File: src/sv/sine_degree_day_accumulator_macros.svh
// ----------------------------------------------------------------------------
// sine_degree_day_accumulator_macros
// assertion macros used by the degree-day accumulator top module
// ----------------------------------------------------------------------------
`ifndef SINE_DEGREE_DAY_ACCUMULATOR_MACROS_SVH
`define SINE_DEGREE_DAY_ACCUMULATOR_MACROS_SVH

// same-cycle implication
`define SDDA_ASSERT_IMP(lbl, ante, cons) \
  lbl: assert property (@(posedge clk) disable iff (rst) (ante) |-> (cons)) \
    else $error("sdda same-cycle check failed");

// next-cycle implication
`define SDDA_ASSERT_NXT(lbl, ante, cons) \
  lbl: assert property (@(posedge clk) disable iff (rst) (ante) |=> (cons)) \
    else $error("sdda next-cycle check failed");

`endif

File: src/sv/sdda_pkg.sv
// ----------------------------------------------------------------------------
// sdda_pkg
// types, constants and tables of the degree-day accumulator
// ----------------------------------------------------------------------------
package sdda_pkg;

  typedef struct packed {
    logic [3:0]          month_number;
    logic                leap_year;
    logic signed [15:0]  min_temp;
    logic signed [15:0]  max_temp;
    logic                year_end;
  } sdda_in_t;

  typedef struct packed {
    logic [20:0] month_gdd;
    logic [24:0] year_gdd;
    logic        year_done;
    logic        total_saturated;
  } sdda_out_t;

  typedef enum logic [3:0] {
    ST_IDLE,
    ST_PREP,
    ST_CLASS,
    ST_SQUARE,
    ST_ROOT,
    ST_ROOT_WAIT,
    ST_ANGLE,
    ST_PROD,
    ST_TERM,
    ST_DIV_GO,
    ST_DIV,
    ST_FIN
  } sdda_state_t;

  localparam logic CFG_BASE_TEMP      = 1'b0;
  localparam logic CFG_EVERGREEN_MODE = 1'b1;

  localparam logic signed [15:0] BASE_TEMP_RESET = 16'sd1280;

  localparam int SQRT_STEPS   = 16;
  localparam int CORDIC_STEPS = 16;
  localparam int DIV_STEPS    = 25;

  localparam logic [17:0] PI_Q16     = 18'd205887;
  localparam logic [18:0] TWO_PI_Q16 = 19'd411775;
  localparam logic [20:0] MONTH_MAX  = 21'h1FFFFF;
  localparam logic [24:0] TOTAL_MAX  = 25'h1FFFFFF;

  localparam logic [3:0] MONTH_FEB = 4'd2;
  localparam logic [3:0] MONTH_APR = 4'd4;
  localparam logic [3:0] MONTH_OCT = 4'd10;

  function automatic logic [15:0] atan_q16(input logic [3:0] idx);
    logic [15:0] val;
    unique case (idx)
      4'd0:    val = 16'd51472;
      4'd1:    val = 16'd30386;
      4'd2:    val = 16'd16055;
      4'd3:    val = 16'd8150;
      4'd4:    val = 16'd4091;
      4'd5:    val = 16'd2047;
      4'd6:    val = 16'd1024;
      4'd7:    val = 16'd512;
      4'd8:    val = 16'd256;
      4'd9:    val = 16'd128;
      4'd10:   val = 16'd64;
      4'd11:   val = 16'd32;
      4'd12:   val = 16'd16;
      4'd13:   val = 16'd8;
      4'd14:   val = 16'd4;
      default: val = 16'd2;
    endcase
    return val;
  endfunction

  function automatic logic [4:0] month_days(input logic [3:0] month, input logic leap);
    logic [4:0] d;
    unique case (month)
      4'd1, 4'd3, 4'd5, 4'd7, 4'd8, 4'd10, 4'd12: d = 5'd31;
      4'd4, 4'd6, 4'd9, 4'd11:                    d = 5'd30;
      MONTH_FEB:                                  d = leap ? 5'd29 : 5'd28;
      default:                                    d = 5'd0;
    endcase
    return d;
  endfunction

endpackage

File: src/sv/sdda_isqrt.sv
// ----------------------------------------------------------------------------
// sdda_isqrt
// integer square root, one result bit per cycle
// ----------------------------------------------------------------------------
module sdda_isqrt
  import sdda_pkg::*;
(
  input  logic        clk,
  input  logic        rst,
  input  logic        start,
  input  logic [31:0] radicand,
  output logic        done,
  output logic [15:0] root
);

  logic [31:0] rem;
  logic [31:0] r;
  logic [31:0] bitv;
  logic [3:0]  cnt;
  logic        busy;
  logic [31:0] trial;

  assign trial = r + bitv;
  assign root  = r[15:0];

  always_ff @(posedge clk) begin
    if (rst) begin
      busy <= 1'b0;
      done <= 1'b0;
      cnt  <= '0;
    end else begin
      done <= 1'b0;
      if (start) begin
        busy <= 1'b1;
        cnt  <= '0;
      end else if (busy) begin
        cnt <= cnt + 4'd1;
        if (cnt == 4'(SQRT_STEPS - 1)) begin
          busy <= 1'b0;
          done <= 1'b1;
        end
      end
    end
  end

  always_ff @(posedge clk) begin
    if (start) begin
      rem  <= radicand;
      r    <= '0;
      bitv <= 32'h4000_0000;
    end else if (busy) begin
      if (rem >= trial) begin
        rem <= rem - trial;
        r   <= (r >> 1) + bitv;
      end else begin
        r <= r >> 1;
      end
      bitv <= bitv >> 2;
    end
  end

endmodule

File: src/sv/sdda_cordic.sv
// ----------------------------------------------------------------------------
// sdda_cordic
// vectoring cordic, angle of (x, y) in q16 radians, one step per cycle
// ----------------------------------------------------------------------------
module sdda_cordic
  import sdda_pkg::*;
(
  input  logic               clk,
  input  logic               rst,
  input  logic               start,
  input  logic [15:0]        x_in,
  input  logic [15:0]        y_in,
  output logic               done,
  output logic signed [19:0] angle
);

  logic signed [32:0] x;
  logic signed [32:0] y;
  logic signed [19:0] z;
  logic [3:0]         idx;
  logic               busy;
  logic signed [32:0] xs;
  logic signed [32:0] ys;
  logic signed [19:0] step;
  logic               ypos;

  assign xs    = x >>> idx;
  assign ys    = y >>> idx;
  assign step  = $signed({4'b0, atan_q16(idx)});
  assign ypos  = !y[32] && (y != '0);
  assign angle = z;

  always_ff @(posedge clk) begin
    if (rst) begin
      busy <= 1'b0;
      done <= 1'b0;
      idx  <= '0;
    end else begin
      done <= 1'b0;
      if (start) begin
        busy <= 1'b1;
        idx  <= '0;
      end else if (busy) begin
        idx <= idx + 4'd1;
        if (idx == 4'(CORDIC_STEPS - 1)) begin
          busy <= 1'b0;
          done <= 1'b1;
        end
      end
    end
  end

  always_ff @(posedge clk) begin
    if (start) begin
      x <= $signed({3'b0, x_in, 14'b0});
      y <= $signed({3'b0, y_in, 14'b0});
      z <= '0;
    end else if (busy) begin
      if (ypos) begin
        x <= x + ys;
        y <= y - xs;
        z <= z + step;
      end else begin
        x <= x - ys;
        y <= y + xs;
        z <= z - step;
      end
    end
  end

endmodule

File: src/sv/sdda_div.sv
// ----------------------------------------------------------------------------
// sdda_div
// restoring division by two pi in q16, one quotient bit per cycle
// ----------------------------------------------------------------------------
module sdda_div
  import sdda_pkg::*;
(
  input  logic        clk,
  input  logic        rst,
  input  logic        start,
  input  logic [42:0] dividend,
  output logic        done,
  output logic [24:0] quotient
);

  logic [42:0] rem;
  logic [42:0] dsh;
  logic [4:0]  cnt;
  logic        busy;
  logic        ge;

  assign ge = rem >= dsh;

  always_ff @(posedge clk) begin
    if (rst) begin
      busy <= 1'b0;
      done <= 1'b0;
      cnt  <= '0;
    end else begin
      done <= 1'b0;
      if (start) begin
        busy <= 1'b1;
        cnt  <= '0;
      end else if (busy) begin
        cnt <= cnt + 5'd1;
        if (cnt == 5'(DIV_STEPS - 1)) begin
          busy <= 1'b0;
          done <= 1'b1;
        end
      end
    end
  end

  always_ff @(posedge clk) begin
    if (start) begin
      rem      <= dividend;
      dsh      <= 43'(TWO_PI_Q16) << (DIV_STEPS - 1);
      quotient <= '0;
    end else if (busy) begin
      if (ge) begin
        rem <= rem - dsh;
      end
      quotient <= {quotient[23:0], ge};
      dsh      <= dsh >> 1;
    end
  end

endmodule

File: src/sv/sine_degree_day_accumulator.sv
// ----------------------------------------------------------------------------
// sine_degree_day_accumulator
// monthly single-sine degree days and a saturating yearly total
// ----------------------------------------------------------------------------
//   channel | direction | handshake              | payload
//   in      | input     | in_valid / in_stall    | in_data (sdda_in_t)
//   out     | output    | out_valid / out_stall  | out_data (sdda_out_t)
//   cfg     | input     | cfg_valid / cfg_ready  | cfg_index, cfg_data
//
// a month that is not counted, fully above or below the base or flat goes from the
// class state straight to the final state; a partly covered month runs the square
// root (16 steps), cordic (16 steps) and, for a positive integrand, the divide by
// two pi (25 steps), each one step per cycle; a stalled result holds the month in
// the final state; one month is in work at a time; the next is taken while a result
// waits; reset (rst, synchronous) clears the total and loads the register defaults
// ----------------------------------------------------------------------------
module sine_degree_day_accumulator
  import sdda_pkg::*;
(
  input  logic        clk,
  input  logic        rst,
  input  logic        in_valid,
  output logic        in_stall,
  input  sdda_in_t    in_data,
  output logic        out_valid,
  input  logic        out_stall,
  output sdda_out_t   out_data,
  input  logic        cfg_valid,
  output logic        cfg_ready,
  input  logic        cfg_index,
  input  logic [15:0] cfg_data
);

  `include "sine_degree_day_accumulator_macros.svh"

  sdda_state_t state;
  sdda_state_t state_next;

  logic signed [15:0] base_temp;
  logic               evergreen_mode;
  logic [24:0]        running_total;

  sdda_in_t           item;
  logic [4:0]         days;
  logic               counted;
  logic               full;
  logic               below;
  logic               a2pos;
  logic [15:0]        a2;
  logic signed [16:0] u2;
  logic signed [17:0] xfull;
  logic [31:0]        asq;
  logic [31:0]        usq;
  logic signed [19:0] phi;
  logic signed [36:0] prod;
  logic               tpos;
  logic [42:0]        tdays;
  logic [20:0]        g;

  logic               accept;
  logic               out_free;
  logic               load_out;
  logic               sqrt_start;
  logic               div_start;
  logic               cordic_start;
  logic               sqrt_done;
  logic               cordic_done;
  logic               div_done;
  logic [15:0]        s2;
  logic signed [19:0] angle;
  logic [24:0]        quotient;

  logic signed [16:0] sum2;
  logic signed [16:0] b2;
  logic signed [16:0] diff;
  logic signed [17:0] u2raw;
  logic signed [17:0] u2c;
  logic [4:0]         days_c;
  logic               counted_c;
  logic [21:0]        fprod;
  logic [21:0]        fround;
  logic [15:0]        uabs;
  logic signed [37:0] t;
  logic [25:0]        sum;
  logic               sat;
  logic [24:0]        total_new;

  assign cfg_ready = 1'b1;
  assign in_stall  = (state != ST_IDLE);
  assign accept    = in_valid && !in_stall;
  assign out_free  = !out_valid || !out_stall;

  // config registers
  always_ff @(posedge clk) begin
    if (rst) begin
      base_temp      <= BASE_TEMP_RESET;
      evergreen_mode <= 1'b0;
    end else if (cfg_valid && cfg_ready) begin
      unique case (cfg_index)
        CFG_BASE_TEMP:      base_temp      <= $signed(cfg_data);
        CFG_EVERGREEN_MODE: evergreen_mode <= cfg_data[0];
      endcase
    end
  end

  // classification, term and total arithmetic
  always_comb begin
    sum2      = 17'(item.min_temp) + 17'(item.max_temp);
    b2        = $signed({base_temp, 1'b0});
    diff      = 17'(item.max_temp) - 17'(item.min_temp);
    u2raw     = 18'(b2) - 18'(sum2);
    priority if (u2raw > 18'(diff)) begin
      u2c = 18'(diff);
    end else if (u2raw < -18'(diff)) begin
      u2c = -18'(diff);
    end else begin
      u2c = u2raw;
    end
    days_c    = month_days(item.month_number, item.leap_year);
    counted_c = (days_c != '0) && (evergreen_mode ||
                (item.month_number >= MONTH_APR && item.month_number <= MONTH_OCT));
    fprod     = 22'(xfull[16:0]) * 22'(days);
    fround    = 22'((23'(fprod) + 23'd1) >> 1);
    uabs      = u2[16] ? 16'(-u2) : u2[15:0];
    t         = $signed({6'b0, s2, 16'b0}) - 38'(prod);
    sum       = 26'(running_total) + 26'(g);
    sat       = sum >= 26'(TOTAL_MAX);
    total_new = sat ? TOTAL_MAX : sum[24:0];
  end

  // next state
  always_comb begin
    state_next = state;
    unique case (state)
      ST_IDLE:      if (in_valid) state_next = ST_PREP;
      ST_PREP:      state_next = ST_CLASS;
      ST_CLASS: begin
        if (!counted || full || below || !a2pos) begin
          state_next = ST_FIN;
        end else begin
          state_next = ST_SQUARE;
        end
      end
      ST_SQUARE:    state_next = ST_ROOT;
      ST_ROOT:      state_next = ST_ROOT_WAIT;
      ST_ROOT_WAIT: if (sqrt_done) state_next = ST_ANGLE;
      ST_ANGLE:     if (cordic_done) state_next = ST_PROD;
      ST_PROD:      state_next = ST_TERM;
      ST_TERM:      state_next = ST_DIV_GO;
      ST_DIV_GO:    state_next = tpos ? ST_DIV : ST_FIN;
      ST_DIV:       if (div_done) state_next = ST_FIN;
      ST_FIN:       if (out_free) state_next = ST_IDLE;
      default:      state_next = ST_IDLE;
    endcase
  end

  // sequencer outputs
  always_comb begin
    sqrt_start   = (state == ST_ROOT);
    cordic_start = (state == ST_ROOT_WAIT) && sqrt_done;
    div_start    = (state == ST_DIV_GO) && tpos;
    load_out     = (state == ST_FIN) && out_free;
  end

  always_ff @(posedge clk) begin
    if (rst) begin
      state <= ST_IDLE;
    end else begin
      state <= state_next;
    end
  end

  // datapath
  always_ff @(posedge clk) begin
    if (accept) begin
      item <= in_data;
    end
    unique case (state)
      ST_PREP: begin
        days    <= days_c;
        counted <= counted_c;
        full    <= item.min_temp >= base_temp;
        below   <= item.max_temp < base_temp;
        a2pos   <= !diff[16] && (diff != '0);
        a2      <= diff[15:0];
        u2      <= u2c[16:0];
        xfull   <= 18'(sum2) - 18'(b2);
      end
      ST_CLASS: begin
        if (counted && full && !xfull[17] && (xfull != '0)) begin
          g <= (fround > 22'(MONTH_MAX)) ? MONTH_MAX : fround[20:0];
        end else begin
          g <= '0;
        end
      end
      ST_SQUARE: begin
        asq <= 32'(a2) * 32'(a2);
        usq <= 32'(uabs) * 32'(uabs);
      end
      ST_ANGLE: begin
        if (cordic_done) begin
          phi <= u2[16] ? ($signed(20'(PI_Q16)) - angle) : angle;
        end
      end
      ST_PROD: begin
        prod <= 37'(u2) * 37'(phi);
      end
      ST_TERM: begin
        tpos  <= !t[37] && (t != '0);
        tdays <= 43'(t[36:0]) * 43'(days) + 43'(PI_Q16);
      end
      ST_DIV: begin
        if (div_done) begin
          g <= (quotient > 25'(MONTH_MAX)) ? MONTH_MAX : quotient[20:0];
        end
      end
      default: begin
      end
    endcase
    if (load_out) begin
      out_data <= '{month_gdd: g, year_gdd: total_new, year_done: item.year_end,
                    total_saturated: sat};
    end
  end

  always_ff @(posedge clk) begin
    if (rst) begin
      out_valid     <= 1'b0;
      running_total <= '0;
    end else begin
      if (load_out) begin
        out_valid     <= 1'b1;
        running_total <= item.year_end ? '0 : total_new;
      end else if (!out_stall) begin
        out_valid <= 1'b0;
      end
    end
  end

  sdda_isqrt u_isqrt (
    .clk      (clk),
    .rst      (rst),
    .start    (sqrt_start),
    .radicand (asq - usq),
    .done     (sqrt_done),
    .root     (s2)
  );

  sdda_cordic u_cordic (
    .clk   (clk),
    .rst   (rst),
    .start (cordic_start),
    .x_in  (uabs),
    .y_in  (s2),
    .done  (cordic_done),
    .angle (angle)
  );

  sdda_div u_div (
    .clk      (clk),
    .rst      (rst),
    .start    (div_start),
    .dividend (tdays),
    .done     (div_done),
    .quotient (quotient)
  );

  `SDDA_ASSERT_IMP(a_year_ge_month, out_valid, out_data.year_gdd >= 25'(out_data.month_gdd))
  `SDDA_ASSERT_IMP(a_sat_at_max, out_valid && out_data.total_saturated, out_data.year_gdd == TOTAL_MAX)
  `SDDA_ASSERT_NXT(a_year_clear, load_out && item.year_end, running_total == '0)
  `SDDA_ASSERT_IMP(a_uncounted_zero, (state == ST_FIN) && !counted, g == '0)

endmodule

File: config.mk
export PLATFORM = sky130hd
export DESIGN_NAME = sine_degree_day_accumulator
export DESIGN_NICKNAME = d
export VERILOG_FILES = /design/src/sv/sdda_pkg.sv /design/src/sv/sdda_isqrt.sv /design/src/sv/sdda_cordic.sv /design/src/sv/sdda_div.sv /design/src/sv/sine_degree_day_accumulator.sv
export VERILOG_INCLUDE_DIRS = /design/src /design/src/sv
export SDC_FILE = /design/constraint.sdc
export NUM_CORES = 2
export LEC_CHECK = 0
export BUFFER_PORTS_ARGS = -buffer_cell sky130_fd_sc_hd__buf_2
export CAP_MARGIN = 25
export CORE_UTILIZATION = 30
export CTS_BUF_LIST = sky130_fd_sc_hd__clkbuf_4 sky130_fd_sc_hd__clkbuf_8
export CTS_CLUSTER_DIAMETER = 120
export DETAILED_ROUTE_END_ITERATION = 8
export HOLD_SLACK_MARGIN = 0.05
export SLEW_MARGIN = 10
export SYNTH_ARGS = -nofsm -noshare
export SYNTH_HDL_FRONTEND = slang
export SYNTH_SLANG_ARGS = --single-unit
File: constraint.sdc
create_clock -name clk -period 9.3 [get_ports clk]
set_input_delay 2.79 -clock clk [delete_from_list [all_inputs] [get_ports clk]]
set_output_delay 2.79 -clock clk [all_outputs]
set_load 0.02 [all_outputs]
==> flow_summary.rst <==
.. list-table::
   :header-rows: 1

   * - Metric
     - Value
   * - Mapped Cells
     - between 8k and 9k
   * - Chip width
     - 525 um
   * - Via density
     - between 4 and 5
   * - Final cell utilization of the core
     - 0.330
   * - Critical Path Start
     - u2[1]
   * - Critical Path Sink Type
     - flop
   * - Commonest cells in the netlist
     - inv_1 (1222), fa_1 (831), nand2_1 (815)
   * - Transition at the pin with the smallest max-transition slack
     - 948 ps
   * - Critical path class
     - reg -> reg
   * - Vias in the first global route
     - just over 60k
   * - Total iterations of the first detailed-routing run
     - 6
   * - Core Area
     - approximately 0.27 mm2
   * - Tightest hold margin
     - around 440 ps
   * - CTS tree
     - yes
   * - Flip-flop and latch count after synthesis
     - 683
   * - Area of all sequential standard cells
     - ~0.018 mm2
   * - Count of endpoints failing hold in the final timing report
     - 0
   * - Post-synth top area cell
     - fa_1
   * - Remaining max-slew budget at the tightest pin
     - 0.360
   * - Placer Congestion
     - 0.916
   * - Maximum clock frequency
     - 116 MHz
   * - DRC violations left
     - 0
   * - Status
     - completed
   * - Post-synthesis cell area
     - a little over 0.08 mm2
   * - Final worst path period need
     - about 8600 ps
   * - Fill cell count
     - between 20k and 30k
   * - Area added between synthesis and finish
     - 9.20%
   * - Detailed Route Iter0 Violations
     - 4552
   * - Avg WL per Cell
     - 17.5 um
   * - Area of the die
     - 0.276 mm2
   * - Layout cells sized above 1
     - 0.0680
   * - CTS clock-pin slew for the worst setup and hold paths
     - around 60 ps
   * - Number of synthesized flops with an enable pin
     - around 430
   * - Net count of the finished layout
     - 10.7k
   * - Overflow after GRT
     - 0
   * - Mean instance size in the synthesized netlist
     - just over 9 um2
   * - Global-route total usage across every layer
     - 0.159
   * - Tightest Hold Check Type
     - reg -> reg
   * - Fraction of post-synthesis cell area in the top cell type by area
     - 0.203
   * - IO Port Bufs
     - 109
   * - Antenna violations before repair
     - 11
   * - Total count of max-transition violations in the final report
     - 0
   * - Final Cycle Share
     - 0.928
   * - Sequential area share after synthesis
     - 0.219
   * - Clock Sinks
     - roughly 680
   * - Highest-delay cell along the critical path
     - fa_1
   * - Area occupied by multi-input gates
     - about 0.058 mm2
   * - Clock root buffer master
     - clkbuf_8
   * - Maximum number of pins on one net before global-route repair
     - between 70 and 80
   * - Source-to-sink clock delay at the later pin of the worst-skew pair
     - around 900 ps
   * - Post-synthesis net count
     - around 11k
   * - HPWL reported at the end of detailed placement
     - about 180 mm
   * - Number of buffers created by CTS
     - between 100 and 150
   * - CP max stage delay
     - between 500 and 600 ps
   * - Standard-cell rows
     - 191
   * - Final Routed Wirelength
     - 221 mm
   * - Launch point of the worst reg-to-reg path
     - u2[1]
   * - Final clock skew
     - around 110 ps
   * - Main area contributors after synthesis
     - fa_1 (20%), edfxtp_1 (16%), ha_1 (12%)
   * - Most instantiated flip-flop cell in the synthesis netlist
     - edfxtp_1
   * - RSZ-0062 raised after global routing
     - no
   * - Count of yosys warnings during synthesis
     - 0
   * - Deepest clock path buffer count
     - 4
   * - Number of failing setup endpoints in the final timing report
     - 0
   * - Initial cell density of the core
     - 0.302
   * - Top-count cell post-synth
     - inv_1
   * - DRT antenna net count
     - 0
   * - Maximum fanout count along the critical path
     - 23
   * - Required time of the critical path
     - 9860 ps
   * - Die Y
     - ~530 um
   * - CP startpoint kind
     - flop
   * - Total negative slack for setup checks
     - 0 ps
   * - Total number of vias
     - around 62k
   * - Boundary pin count
     - between 100 and 150
   * - Number of unique standard cell types used by synthesis
     - 90
   * - Max capacitance violation total
     - 0
   * - Launch instance of the worst min-delay path
     - u_div.dsh[39]
   * - Global-route wire length before repair
     - ~350 mm
   * - Arrival @ worst endpoint
     - slightly above 9000 ps
   * - # H-tree levels
     - 4
   * - FFs w/ async S/R, synth
     - 0
==> cell families after synthesis <==
kind of cell | synth area share
adder cells (fa/ha/maj) | 0.327
XOR/XNOR | 0.0641
multiplexers | 0.0437
flip-flops | 0.219
AND/OR/NAND/NOR | 0.141
buffers and inverters | 0.0715
AO/OA/AOI/OAI | 0.134
other | 0.0000915
==> cells in the final DEF, fill, tap and decap left out, types with 32 or more instances in the layout <==
cell type,synthesis,layout
xnor2_1,379,379
nand3_1,110,109
buf_4,3,92
o31ai_1,44,43
nand4_1,72,72
a31oi_1,56,56
nor4_1,32,32
nor2_1,591,589
clkbuf_8,0,157
o211ai_1,39,39
ha_1,814,814
edfxtp_1,431,431
and2_1,311,311
a21o_1,216,216
a21oi_1,553,553
inv_1,1222,1220
mux4_2,69,69
o21ai_0,392,391
o22ai_1,35,35
dfxtp_1,252,245
nand2_1,815,813
o21bai_1,85,85
nor2b_1,86,84
nand2b_1,119,119
mux2i_1,168,168
xor2_1,222,222
a211oi_1,41,41
and3_1,43,40
buf_2,26,109
clkbuf_4,0,42
nor3_1,135,128
fa_1,831,831
o21a_1,68,68
==> sequential cells by signal, indices dropped and copies added (netlist names), 21 cells and up <==
name            flops
u_div.quotient     25
prod               37
tdays              43
usq                30
out_data           48
u_isqrt.rem        32
g                  21
u_div.dsh          43
u_cordic.x         33
u_cordic.y         33
running_total      25
u_isqrt.r          32
item               38
u_div.rem          43
asq                30
==> worst paths after layout <==
check             cells past startpoint             to  slack, ps
hold / removal                        2  u_div.dsh[38]        440
setup reg to reg                     33        usq[30]        670
setup / recovery                     33        usq[30]        670
hold reg to reg                       2  u_div.dsh[38]        440
==> critical path: cells and delay by family, from the launching register on <==
kind                     cells  cell delay (ps)
adder cells (fa/ha/maj)      8             3510
AO/OA/AOI/OAI                9             2150
buffers and inverters        9             1160
AND/OR/NAND/NOR              5              880
flip-flops                   1              350
XOR/XNOR                     2              270
==> final cells by class <==
type | instances | share of cell area
multi-input cells | 6712 | 0.651
flip-flops and latches | 683 | 0.201
inverters | 1231 | 0.0515
well taps | 3570 | 0.0498
clock buffers | 199 | 0.0276
repair buffers | 205 | 0.0146
clock inverters | 43 | 0.00479
diodes | 3 | 0.0000837
==> layer usage <==
layer,global-route usage,share of wire
met3,0.0264,0.058
met5,0,0.000095
met1,0.217,0.46
met2,0.256,0.45
met4,0.0521,0.033
==> per-stage QoR <==
step	area [um2]	instances	setup WS, ps
finish	89600	12646	667
detailed placement	86700	12399	639
CTS	89600	12641	584
global route	89600	12644	45.3
floorplan	82100	8947	1150
global placement	86700	12397	663
==> repair_timing <==
action	4_1_cts	5_1_grt
gates resized for setup	0	1
buffers inserted	0	0
hold buffers	0	0
endpoints found under the setup margin	0	1
Power is left out: the tool's default activity adds up to more than one toggle a clock period on the data nets, which glitch-free logic cannot reach.
